[src/hdl/sinmx_pkg.sv]
// ----------------------------------------------------------------------------
// sinmx_pkg
// Widths, limits, sequencer states and control bundle of the sine series unit.
// ----------------------------------------------------------------------------
package sinmx_pkg;

    localparam int X_W     = 31;
    localparam int CNT_W   = 5;
    localparam int SUM_W   = 37;
    localparam int MAG_W   = 31;
    localparam int HALF_W  = 31;
    localparam int U_W     = 2 * HALF_W;
    localparam int PP_W    = HALF_W + MAG_W;
    localparam int PROD_W  = U_W + MAG_W;
    localparam int ACC_W   = 64;
    localparam int DIGIT_W = 8;
    localparam int DVD_W   = 64;
    localparam int STEPS   = DVD_W / DIGIT_W;
    localparam int STEP_W  = $clog2(STEPS);

    localparam logic [U_W-1:0] WIDE_CAP = 62'h2000_0000_0000_0000;

    localparam logic signed [ACC_W-1:0] ACC_MAX = 64'sh2000_0000_0000_0000;
    localparam logic signed [ACC_W-1:0] ACC_MIN = -64'sh2000_0000_0000_0000;
    localparam logic signed [ACC_W-1:0] SUM_MAX = 64'sh0000_000F_FFFF_FFFF;
    localparam logic signed [ACC_W-1:0] SUM_MIN = -64'sh0000_0010_0000_0000;

    typedef enum logic [2:0] {
        S_IDLE,
        S_MUL_LO,
        S_MUL_HI,
        S_MUL_SUM,
        S_DIV_LOAD,
        S_DIV_RUN,
        S_ACCUM,
        S_FINISH
    } state_t;

    typedef struct packed {
        logic load;
        logic mul_lo;
        logic mul_hi;
        logic mul_sum;
        logic div_start;
        logic div_take;
        logic accum;
        logic finish;
        logic k_odd;
    } ctrl_t;

endpackage

[src/hdl/sinmx_mul.sv]
// ----------------------------------------------------------------------------
// sinmx_mul
// Shared 31x31 multiplier: term times magnitude in two halves, then scale.
// ----------------------------------------------------------------------------
module sinmx_mul
    import sinmx_pkg::*;
#(
    parameter int FRAC_BITS = 28
)
(
    input  logic             clk,
    input  ctrl_t            ctl,
    input  logic [U_W-1:0]   u,
    input  logic [MAG_W-1:0] m,
    output logic [U_W-1:0]   q,
    output logic             q_clip
);

    logic [PP_W-1:0]   pp_reg;
    logic [PP_W-1:0]   pp_next;
    logic [PROD_W-1:0] prod_reg;
    logic [PROD_W-1:0] prod_next;
    logic [HALF_W-1:0] half_sel;
    logic [PROD_W-1:0] shr;

    always_comb
    begin
        half_sel  = ctl.mul_hi ? u[U_W-1:HALF_W] : u[HALF_W-1:0];
        pp_next   = PP_W'(half_sel) * PP_W'(m);
        prod_next = prod_reg + {pp_reg, HALF_W'(0)};
        shr       = prod_reg >> FRAC_BITS;
        q_clip    = shr > PROD_W'(WIDE_CAP);
        q         = q_clip ? WIDE_CAP : shr[U_W-1:0];
    end

    always_ff @(posedge clk)
    begin
        if (ctl.mul_lo || ctl.mul_hi)
        begin
            pp_reg <= pp_next;
        end
        if (ctl.mul_hi)
        begin
            prod_reg <= PROD_W'(pp_reg);
        end
        else if (ctl.mul_sum)
        begin
            prod_reg <= prod_next;
        end
    end

endmodule

[src/hdl/sinmx_div.sv]
// ----------------------------------------------------------------------------
// sinmx_div
// Digit-serial divider by a small integer, eight quotient bits per cycle.
// ----------------------------------------------------------------------------
module sinmx_div
    import sinmx_pkg::*;
#(
    parameter int DIV_W = 6
)
(
    input  logic             clk,
    input  logic             rst_n,
    input  logic             start,
    input  logic [U_W-1:0]   dividend,
    input  logic [DIV_W-1:0] divisor,
    output logic             done,
    output logic [U_W-1:0]   quotient
);

    logic [DVD_W-1:0]  work_reg;
    logic [DVD_W-1:0]  work_next;
    logic [DIV_W-1:0]  rem_reg;
    logic [DIV_W-1:0]  rem_next;
    logic [DIV_W-1:0]  d_reg;
    logic [STEP_W-1:0] cnt_reg;
    logic              busy_reg;
    logic              done_reg;

    always_comb
    begin
        logic [DIV_W-1:0]   r;
        logic [DIV_W:0]     t;
        logic [DIGIT_W-1:0] qd;
        r  = rem_reg;
        qd = '0;
        for (int i = 0; i < DIGIT_W; i++)
        begin
            t = {r, work_reg[DVD_W-1-i]};
            if (t >= {1'b0, d_reg})
            begin
                t = t - {1'b0, d_reg};
                qd[DIGIT_W-1-i] = 1'b1;
            end
            r = t[DIV_W-1:0];
        end
        rem_next  = r;
        work_next = {work_reg[DVD_W-DIGIT_W-1:0], qd};
    end

    always_ff @(posedge clk or negedge rst_n)
    begin
        if (!rst_n)
        begin
            busy_reg <= 1'b0;
            done_reg <= 1'b0;
            cnt_reg  <= '0;
        end
        else
        begin
            done_reg <= busy_reg && (cnt_reg == STEP_W'(STEPS - 1));
            if (start)
            begin
                busy_reg <= 1'b1;
                cnt_reg  <= '0;
            end
            else if (busy_reg)
            begin
                cnt_reg <= cnt_reg + 1'b1;
                if (cnt_reg == STEP_W'(STEPS - 1))
                begin
                    busy_reg <= 1'b0;
                end
            end
        end
    end

    always_ff @(posedge clk)
    begin
        if (start)
        begin
            work_reg <= DVD_W'(dividend);
            rem_reg  <= '0;
            d_reg    <= divisor;
        end
        else if (busy_reg)
        begin
            work_reg <= work_next;
            rem_reg  <= rem_next;
        end
    end

    assign done     = done_reg;
    assign quotient = work_reg[U_W-1:0];

endmodule

[src/hdl/sinmx_ctrl.sv]
// ----------------------------------------------------------------------------
// sinmx_ctrl
// Sequencer: term counter and step control for the shared multiplier and divider.
// ----------------------------------------------------------------------------
module sinmx_ctrl
    import sinmx_pkg::*;
#(
    parameter int MAX_TERMS = 16,
    parameter int K_W       = $clog2(MAX_TERMS + 1),
    parameter int DIV_W     = K_W + 1
)
(
    input  logic             clk,
    input  logic             rst_n,
    input  logic             in_valid,
    input  logic [CNT_W-1:0] term_count,
    input  logic             div_done,
    input  logic             out_busy,
    output logic             in_stall,
    output ctrl_t            ctl,
    output logic [DIV_W-1:0] divisor
);

    state_t         state_reg;
    state_t         state_next;
    logic [K_W-1:0] k_reg;
    logic [K_W-1:0] n_reg;
    logic           second_reg;
    logic [K_W-1:0] n_eff;
    logic [5:0]     tc_ext;
    logic           last;

    always_comb
    begin
        tc_ext = 6'(term_count);
        n_eff  = (tc_ext > 6'(MAX_TERMS)) ? K_W'(MAX_TERMS) : K_W'(tc_ext);
        last   = k_reg == n_reg;
    end

    always_comb
    begin
        state_next = state_reg;
        unique case (state_reg)
            S_IDLE:
            begin
                if (in_valid)
                begin
                    state_next = (n_eff == '0) ? S_FINISH : S_MUL_LO;
                end
            end
            S_MUL_LO:   state_next = S_MUL_HI;
            S_MUL_HI:   state_next = S_MUL_SUM;
            S_MUL_SUM:  state_next = S_DIV_LOAD;
            S_DIV_LOAD: state_next = S_DIV_RUN;
            S_DIV_RUN:
            begin
                if (div_done)
                begin
                    state_next = second_reg ? S_ACCUM : S_MUL_LO;
                end
            end
            S_ACCUM:    state_next = last ? S_FINISH : S_MUL_LO;
            S_FINISH:
            begin
                if (!out_busy)
                begin
                    state_next = S_IDLE;
                end
            end
            default:    state_next = S_IDLE;
        endcase
    end

    always_comb
    begin
        ctl       = '0;
        ctl.k_odd = k_reg[0];
        unique case (state_reg)
            S_IDLE:     ctl.load      = in_valid;
            S_MUL_LO:   ctl.mul_lo    = 1'b1;
            S_MUL_HI:   ctl.mul_hi    = 1'b1;
            S_MUL_SUM:  ctl.mul_sum   = 1'b1;
            S_DIV_LOAD: ctl.div_start = 1'b1;
            S_DIV_RUN:  ctl.div_take  = div_done;
            S_ACCUM:    ctl.accum     = 1'b1;
            S_FINISH:   ctl.finish    = !out_busy;
            default:    ctl           = '0;
        endcase
    end

    always_ff @(posedge clk or negedge rst_n)
    begin
        if (!rst_n)
        begin
            state_reg  <= S_IDLE;
            k_reg      <= '0;
            n_reg      <= '0;
            second_reg <= 1'b0;
        end
        else
        begin
            state_reg <= state_next;
            if (ctl.load)
            begin
                n_reg      <= n_eff;
                k_reg      <= K_W'(1);
                second_reg <= 1'b0;
            end
            else if (ctl.div_take && !second_reg)
            begin
                second_reg <= 1'b1;
            end
            else if (ctl.accum && !last)
            begin
                k_reg      <= k_reg + 1'b1;
                second_reg <= 1'b0;
            end
        end
    end

    assign in_stall = state_reg != S_IDLE;
    assign divisor  = {k_reg, second_reg};

endmodule

[src/hdl/sine_minus_x_taylor_series_top.sv]
// ----------------------------------------------------------------------------
// sine_minus_x_taylor_series_top: sin(x) - x series, shared multiplier and divider
// Series: n terms (n = term_count, capped at MAX_TERMS), each built by two multiply-divide passes.
// Flow: one item at a time; in_stall stays high until its result is written, later while a result is held off.
// Reset: rst_n low clears sequencer, divider control and output valid at once.
// ----------------------------------------------------------------------------
module sine_minus_x_taylor_series_top
    import sinmx_pkg::*;
#(
    parameter int MAX_TERMS = 16,
    parameter int FRAC_BITS = 28
)
(
    input  logic                    clk,
    input  logic                    rst_n,
    input  logic                    in_valid,
    output logic                    in_stall,
    input  logic signed [X_W-1:0]   x_value,
    input  logic [CNT_W-1:0]        term_count,
    output logic                    out_valid,
    input  logic                    out_stall,
    output logic signed [SUM_W-1:0] sum_value,
    output logic                    saturated
);

    localparam int K_W   = $clog2(MAX_TERMS + 1);
    localparam int DIV_W = K_W + 1;

    ctrl_t                    ctl;
    logic [DIV_W-1:0]         divisor;
    logic                     div_done;
    logic [U_W-1:0]           quotient;
    logic [U_W-1:0]           q;
    logic                     q_clip;

    logic [MAG_W-1:0]         m_reg;
    logic                     neg_reg;
    logic [U_W-1:0]           u_reg;
    logic signed [ACC_W-1:0]  acc_reg;
    logic signed [ACC_W-1:0]  acc_next;
    logic                     clip_reg;
    logic                     clip_next;
    logic                     out_valid_reg;
    logic                     out_valid_next;
    logic signed [SUM_W-1:0]  sum_value_reg;
    logic                     saturated_reg;

    logic [MAG_W-1:0]         x_mag;
    logic signed [ACC_W-1:0]  u_ext;
    logic signed [ACC_W-1:0]  acc_sum;
    logic                     acc_over;
    logic signed [ACC_W-1:0]  fin;
    logic                     fin_over;

    sinmx_ctrl #(
        .MAX_TERMS (MAX_TERMS),
        .K_W       (K_W),
        .DIV_W     (DIV_W)
    ) u_ctrl (
        .clk        (clk),
        .rst_n      (rst_n),
        .in_valid   (in_valid),
        .term_count (term_count),
        .div_done   (div_done),
        .out_busy   (out_valid_reg && out_stall),
        .in_stall   (in_stall),
        .ctl        (ctl),
        .divisor    (divisor)
    );

    sinmx_mul #(
        .FRAC_BITS (FRAC_BITS)
    ) u_mul (
        .clk    (clk),
        .ctl    (ctl),
        .u      (u_reg),
        .m      (m_reg),
        .q      (q),
        .q_clip (q_clip)
    );

    sinmx_div #(
        .DIV_W (DIV_W)
    ) u_div (
        .clk      (clk),
        .rst_n    (rst_n),
        .start    (ctl.div_start),
        .dividend (q),
        .divisor  (divisor),
        .done     (div_done),
        .quotient (quotient)
    );

    always_comb
    begin
        x_mag = x_value[X_W-1] ? MAG_W'(~x_value + 1'b1) : MAG_W'(x_value);
        u_ext = signed'(ACC_W'(u_reg));

        acc_sum  = (ctl.k_odd ^ neg_reg) ? acc_reg - u_ext : acc_reg + u_ext;
        priority if (acc_sum > ACC_MAX)
        begin
            acc_next = ACC_MAX;
            acc_over = 1'b1;
        end
        else if (acc_sum < ACC_MIN)
        begin
            acc_next = ACC_MIN;
            acc_over = 1'b1;
        end
        else
        begin
            acc_next = acc_sum;
            acc_over = 1'b0;
        end

        priority if (acc_reg > SUM_MAX)
        begin
            fin      = SUM_MAX;
            fin_over = 1'b1;
        end
        else if (acc_reg < SUM_MIN)
        begin
            fin      = SUM_MIN;
            fin_over = 1'b1;
        end
        else
        begin
            fin      = acc_reg;
            fin_over = 1'b0;
        end

        priority if (ctl.load)
        begin
            clip_next = 1'b0;
        end
        else if ((ctl.div_start && q_clip) || (ctl.accum && acc_over))
        begin
            clip_next = 1'b1;
        end
        else
        begin
            clip_next = clip_reg;
        end

        priority if (ctl.finish)
        begin
            out_valid_next = 1'b1;
        end
        else if (out_valid_reg && !out_stall)
        begin
            out_valid_next = 1'b0;
        end
        else
        begin
            out_valid_next = out_valid_reg;
        end
    end

    always_ff @(posedge clk or negedge rst_n)
    begin
        if (!rst_n)
        begin
            out_valid_reg <= 1'b0;
        end
        else
        begin
            out_valid_reg <= out_valid_next;
        end
    end

    always_ff @(posedge clk)
    begin
        clip_reg <= clip_next;
        if (ctl.load)
        begin
            m_reg   <= x_mag;
            neg_reg <= x_value[X_W-1];
            u_reg   <= U_W'(x_mag);
            acc_reg <= '0;
        end
        else
        begin
            if (ctl.div_take)
            begin
                u_reg <= quotient;
            end
            if (ctl.accum)
            begin
                acc_reg <= acc_next;
            end
        end
        if (ctl.finish)
        begin
            sum_value_reg <= fin[SUM_W-1:0];
            saturated_reg <= clip_reg || fin_over;
        end
    end

    assign out_valid = out_valid_reg;
    assign sum_value = sum_value_reg;
    assign saturated = saturated_reg;

endmodule

[config.mk]
export PLATFORM = sky130hd
export DESIGN_NAME = sine_minus_x_taylor_series_top
export DESIGN_NICKNAME = d
export VERILOG_FILES = /design/src/hdl/sinmx_pkg.sv /design/src/hdl/sinmx_mul.sv /design/src/hdl/sinmx_div.sv /design/src/hdl/sinmx_ctrl.sv /design/src/hdl/sine_minus_x_taylor_series_top.sv
export SDC_FILE = /design/constraint.sdc
export NUM_CORES = 2
export LEC_CHECK = 0
export ABC_AREA = 1
export BUFFER_PORTS_ARGS = -buffer_cell sky130_fd_sc_hd__buf_2
export CORE_MARGIN = 2
export CORE_UTILIZATION = 40
export DETAILED_ROUTE_END_ITERATION = 7
export HOLD_SLACK_MARGIN = 0.06
export PLACE_DENSITY = 0.55
export SLEW_MARGIN = 20
export SYNTH_ARGS = -nofsm -noshare
export SYNTH_HDL_FRONTEND = slang
export SYNTH_HIERARCHICAL = 1
export SYNTH_SLANG_ARGS = --single-unit
[constraint.sdc]
create_clock -name clk -period 15 [get_ports clk]
set_input_delay 3.75 -clock clk [delete_from_list [all_inputs] [get_ports clk]]
set_output_delay 3.75 -clock clk [all_outputs]
set_load 0.01 [all_outputs]
Word-level counts from Yosys, hierarchy flattened. Cells that the tools add are included.

Output and inout bits: 40. Flip-flop bits (word level): 448.

Muxes and demuxes: 62. Eq/ne operators: 13. Bitwise gates (word level): 2. Reduce and logical (&&, ||, !) cells: 25. Order comparisons: 14. Add/sub/neg operators: 14. Multiply operators: 1.

Operators with widths (number): $mux 62 (5); $mux 64 (3); $mux 31 (4); $add 93x93->93 (1); $gt 65x62->1 const B (1); $add 64x63->64 (1); $gt 64x37->1 const B (1); $gt 64x63->1 const B (1); $lt 64x37->1 const B (1); $lt 64x62->1 const B (1); $sub 64x63->64 (1); $mul 31x31->62 (1); $ge 7x6->1 (8); $mux 6 (8); $sub 6x6->6 (8); $mux 37 (1); $add 31x1->31 const B (1); $not 31->31 (1); $mux 1 (28); $mux 3 (8); $pmux 3 s8 (1); $mux 5 (4); $eq 3x3->1 const B (5); $reduce_bool 2->1 (5); 17 further kinds (32).

Depth between registers and ports, before layout.
Depth in word-level cells: 18. Gate-level depth with buffers: 87. Gate-level depth less buffers: 87.

Hierarchy. Netlist, hierarchy kept.

Modules (own cells, without submodules): sinmx_mul (sequential area each 3503.4 um^2, area an instance 42602.1 um^2, cells each 5642, instances 1); sine_minus_x_taylor_series_top (sequential area each 4979.8 um^2, area an instance 15995.3 um^2, cells each 2590, instances 1); sinmx_div (sequential area each 2327.2 um^2, area an instance 6485.0 um^2, cells each 819, instances 1); sinmx_ctrl (sequential area each 350.3 um^2, area an instance 909.6 um^2, cells each 117, instances 1).

Least setup slack after synthesis. Ideal clock, no wire load.

Kind: flip-flop to flip-flop. From: register u_div.d_reg[1]. To: register u_div.work_reg[0] (data pin). Arrival time: 12518 ps. Period minus slack after synthesis: 12790 ps. Slack: 2210 ps. Library setup time: 271 ps. Cell stages (with the launch flop): 82. Path buffers: 0. Path through: edfxtp_1 inv_1 ha_1 nand3_1 nand3_1 nand2_2 nand2_4 nand2_1 o21a_1 inv_1 ha_1 a21oi_1 nand3_1 a21oi_1 nand2_1 inv_2 nand2_4 o21ai_0 [... 46 more ...] a21oi_1 o21bai_1 a221oi_1 inv_1 nor2_2 nand3_1 nand2_1 inv_1 ha_1 a21oi_1 nand2_1 a21oi_1 nor2_1 nor2_1 o21a_1 inv_1 nor2_2 a31oi_1.

Longest elaborated chain between the ends: 18.

RTL lines: start, declared (RTL line sinmx_div.sv:24) `logic [DIV_W-1:0] d_reg;`; start signal, assigned (RTL line sinmx_div.sv:83) `d_reg <= divisor;`; $sub 6x6->6 or $ge 7x6->1 (tied branches) (RTL line sinmx_div.sv:41, sinmx_div.sv:39); $mux 6 (RTL line sinmx_div.sv:39) `if (t >= {1'b0, d_reg})`; $sub 6x6->6 or $ge 7x6->1 (tied branches) (RTL line sinmx_div.sv:41, sinmx_div.sv:39); $mux 6 (RTL line sinmx_div.sv:39); $sub 6x6->6 or $ge 7x6->1 (tied branches) (RTL line sinmx_div.sv:41, sinmx_div.sv:39); $mux 6 (RTL line sinmx_div.sv:39); $sub 6x6->6 or $ge 7x6->1 (tied branches) (RTL line sinmx_div.sv:41, sinmx_div.sv:39); $mux 6 (RTL line sinmx_div.sv:39); [... 2 more ...]; $ge 7x6->1 or $sub 6x6->6 (tied branches) (RTL line sinmx_div.sv:39, sinmx_div.sv:41); $mux 6 (RTL line sinmx_div.sv:39); $sub 6x6->6 or $ge 7x6->1 (tied branches) (RTL line sinmx_div.sv:41, sinmx_div.sv:39); $mux 6 (RTL line sinmx_div.sv:39); $ge 7x6->1 * (RTL line sinmx_div.sv:39); $mux 1 * (RTL line sinmx_div.sv:39); $mux 62 * (RTL line sinmx_div.sv:85) `else if (busy_reg)`; $mux 62 * (RTL line sinmx_div.sv:79) `if (start)`; end signal, assigned (RTL line sinmx_div.sv:81) `work_reg <= DVD_W'(dividend);`; end signal, assigned (RTL line sinmx_div.sv:87) `work_reg <= work_next;`; end, declared (RTL line sinmx_div.sv:20) `logic [DVD_W-1:0] work_reg;`.

Mark *: on every way between the ends. The rest lies on a longest branch, timed or not. The select of a mux whose other input is x is not followed. A chain may end at the register's enable or synchronous reset.

Worst setup path in the final report.
From: register u_div.rem_reg[1]. To: register u_div.work_reg[0] (data pin).

Longest elaborated chain between the ends: 18.

RTL lines: start, declared (RTL line sinmx_div.sv:22) `logic [DIV_W-1:0] rem_reg;`; start signal, assigned (RTL line sinmx_div.sv:88) `rem_reg <= rem_next;`; $sub 6x6->6 or $ge 7x6->1 (tied branches) (RTL line sinmx_div.sv:41, sinmx_div.sv:39); $mux 6 * (RTL line sinmx_div.sv:39); $sub 6x6->6 or $ge 7x6->1 (tied branches) (RTL line sinmx_div.sv:41, sinmx_div.sv:39); $mux 6 * (RTL line sinmx_div.sv:39); $sub 6x6->6 or $ge 7x6->1 (tied branches) (RTL line sinmx_div.sv:41, sinmx_div.sv:39); $mux 6 * (RTL line sinmx_div.sv:39); $sub 6x6->6 or $ge 7x6->1 (tied branches) (RTL line sinmx_div.sv:41, sinmx_div.sv:39); $mux 6 * (RTL line sinmx_div.sv:39); [... 2 more ...]; $sub 6x6->6 or $ge 7x6->1 (tied branches) (RTL line sinmx_div.sv:41, sinmx_div.sv:39); $mux 6 * (RTL line sinmx_div.sv:39); $sub 6x6->6 or $ge 7x6->1 (tied branches) (RTL line sinmx_div.sv:41, sinmx_div.sv:39); $mux 6 * (RTL line sinmx_div.sv:39); $ge 7x6->1 * (RTL line sinmx_div.sv:39); $mux 1 * (RTL line sinmx_div.sv:39); $mux 62 * (RTL line sinmx_div.sv:85); $mux 62 * (RTL line sinmx_div.sv:79).

Marks and branches as above.

==> results.json <==
{
  "clock_skew_ps": 57.8,
  "dr_total_vias": 58515,
  "synthFlopType": "edfxtp_1",
  "ys_ff_latch": 420,
  "critPathLaunchType": "register",
  "cts_made_buffers": 51,
  "drtIter0Drc": 5444,
  "portBuffers": 79,
  "grt_overflow": 0,
  "first_global_vias": 58039,
  "grt.total_usage_pct": 30.0,
  "largest_reg_flops": 65,
  "syn_nets": 10488,
  "tightest_slew_ps": 1100,
  "cap_violations": 0,
  "synthMuxAreaShare_pct": 0.0626,
  "power.density_nw_per_um2": 37.1,
  "routed_via_density": 5.17,
  "clk_pin_slew_ps": 70,
  "timing.hold.ws_ps": 489,
  "synthXorXnorAreaFrac_pct": 2.71,
  "synth_cell_types": 63,
  "rows": 149,
  "synth_top_family_by_area": "adder cells",
  "hold_class": "register to register",
  "critPathArrivalTime_ps": 13740,
  "clock-sinks": 420,
  "die_h_microns": 410,
  "start_util_pct": 40.1,
  "clock_latency_ps": 680,
  "crit_fanout": 10,
  "critical_path_class": "register to register",
  "synth.most_common_cell": "nand2_1",
  "crit_slowest_cell": "ha_1",
  "cpMostUsedCell": "a21oi_1",
  "drt_pass1_iterations": 7,
  "ios": 80,
  "synth_edf_count": 265,
  "antenna_found_initial": 5,
  "totalNegativeSetupSlack_ps": 0,
  "leakage_nw": 36.6,
  "final.period_utilization_pct": 89.3,
  "slowest_delay_ps": 440,
  "finalWirelength_microns": 253000,
  "cts_root_buffer": "clkbuf_16",
  "setup_viol": 0,
  "htreeDepth": 2,
  "endpoint_kind": "register",
  "critPathRequiredTime_ps": 15350,
  "core_sq_um": 164000,
  "finalInstanceArea_sq_um": 70000,
  "grt_pass1_wl_microns": 377000,
  "ys_seq_area_share_pct": 16.9,
  "clock.fmax_ghz": 0.0747,
  "hpwl_microns": 208000,
  "avgSynthCellArea_sq_um": 7.20,
  "r2r_setup_slack_ps": 1610,
  "peakVddDrop_uv": 80.1,
  "synth-adder-area-share_pct": 33.9,
  "wl_per_cell_microns": 22.3,
  "fin_util_pct": 42.6,
  "syn_inst": 9168,
  "gp_congestion": 1.00,
  "synth_compound_area_share_pct": 4.90,
  "synth.area.top_cells": "fa_1 (26%), nand2_1 (15%), edfxtp_1 (12%)",
  "syn_to_final_growth_pct": 6.07,
  "yosysWarnings": 6,
  "cts_tree": "done",
  "yosysTopAreaCellShare_pct": 25.7,
  "async_flop_share_pct": 4.76,
  "syn_area_sq_um": 66000,
  "dp_slack_ps": 1170,
  "outcome": "finished clean",
  "dieArea_sq_um": 168000,
  "nFillCells": 17333,
  "clockBufferDepth": 3,
  "finalHoldViolCount": 0,
  "placed_cell_area_sq_um": 68300,
  "synthSimpleGateAreaFrac_pct": 28.0,
  "relSlewSlack_pct": 26.9,
  "die_width_microns": 410,
  "period_minus_slack_ps": 13390,
  "rsz0062_at_grt": "no",
  "timing.final.ws_setup_ps": 1610,
  "ys_top_cells_by_count": "nand2_1 (2578), inv_1 (1889), nor2_1 (1058)",
  "nets": 10400,
  "ant_nets": 0,
  "report.final.slew_viol_count": 0,
  "synth_top_area_cell": "fa_1",
  "drive_above_1_share_pct": 6.73,
  "grt_max_degree": 80,
  "detail_route.drc_violations": 0
}
[worst paths after layout]
kind                                       start                   to  depth (start not counted)
worst min register to register  u_div/rem_reg[4]     u_div/rem_reg[4]                          2
min in group asynchronous                  rst_n            out_valid                          1
max in group asynchronous                  rst_n  u_ctrl/state_reg[2]                          1
worst max-delay path            u_div/rem_reg[1]    u_div/work_reg[0]                         78
worst min-delay path            u_div/rem_reg[4]     u_div/rem_reg[4]                          2
worst max register to register  u_div/rem_reg[1]    u_div/work_reg[0]                         78
[critical path, delay by kind of cell, from the launching register on]
kind,cells,cell delay [ps]
compound gates,32,5850
buf+inv,11,950
simple gates,27,3210
flops,1,360
fa+ha+maj,8,2690
[repair_timing]
action	4_1_cts	5_1_grt
gates resized for setup	0	3
hold buffers	0	0
setup buffers	0	0
endpoints found under the setup margin	0	7
[cells in the final DEF (no fill, tap or decap), types with 36 or more instances in the layout]
| cell type | count |
|---|---|
| nand2_1 | 2577 |
| nor2_2 | 102 |
| nor3_1 | 39 |
| inv_1 | 1886 |
| nand3_1 | 289 |
| edfxtp_1 | 265 |
| nand2_2 | 57 |
| xor2_1 | 131 |
| nor4_1 | 36 |
| clkbuf_16 | 51 |
| dfxtp_1 | 135 |
| buf_4 | 112 |
| xnor2_1 | 73 |
| nand4_1 | 77 |
| or2_2 | 67 |
| buf_2 | 79 |
| a21oi_1 | 286 |
| ha_1 | 433 |
| o21ai_0 | 181 |
| nor2_1 | 1058 |
| fa_1 | 847 |
[stage by stage]
stage	power [mW]	std cells
3_5_place_dp	1.34	11216
5_1_grt	2.68	11312
6_report	2.60	11314
3_3_place_gp	1.34	11216
4_1_cts	2.62	11312
2_1_floorplan	1.30	9168
[where the power goes]
part           internal [mW]  switching (mW)  total, mW
combinational         0.0275          0.0675     0.0950
sequential              1.22         0.00500       1.23
clock                  0.691           0.583       1.27
[metal layers]
layer / part of all wire, % / vias to the layer above / track usage, %
met1: 45 / 28506 / 43.9
met2: 42 / 2378 / 44.7
li1: - / 27274 / -
met3: 9.2 / 353 / 6.18
met5: 0.038 / - / 0.374
met4: 3.1 / 4 / 8.30
[logic make-up (layout without fill, tap and decap cells)]
group	count (synthesis)	in the layout
adders and majority gates	1280	1280
AOI/OAI and AO/OA	591	591
xor gates and xnor gates	204	204
muxes	4	4
other	0	2
and+or+nand+nor	4412	4412
buffers and inverters	2257	2212
DFF	420	420
[cell type report]
type / count / area, sq um / area share, %
antenna: 2 / 5.00 / 0.00715
inverter: 1925 / 7230 / 10.3
timing repair buffer: 191 / 1240 / 1.77
sequential: 420 / 11200 / 15.9
clock inverter: 37 / 354 / 0.506
tap: 2189 / 2740 / 3.91
multi-input combinational: 6491 / 46000 / 65.7
clock buffer: 59 / 1320 / 1.88
Power figures use the tool's default switching activity.
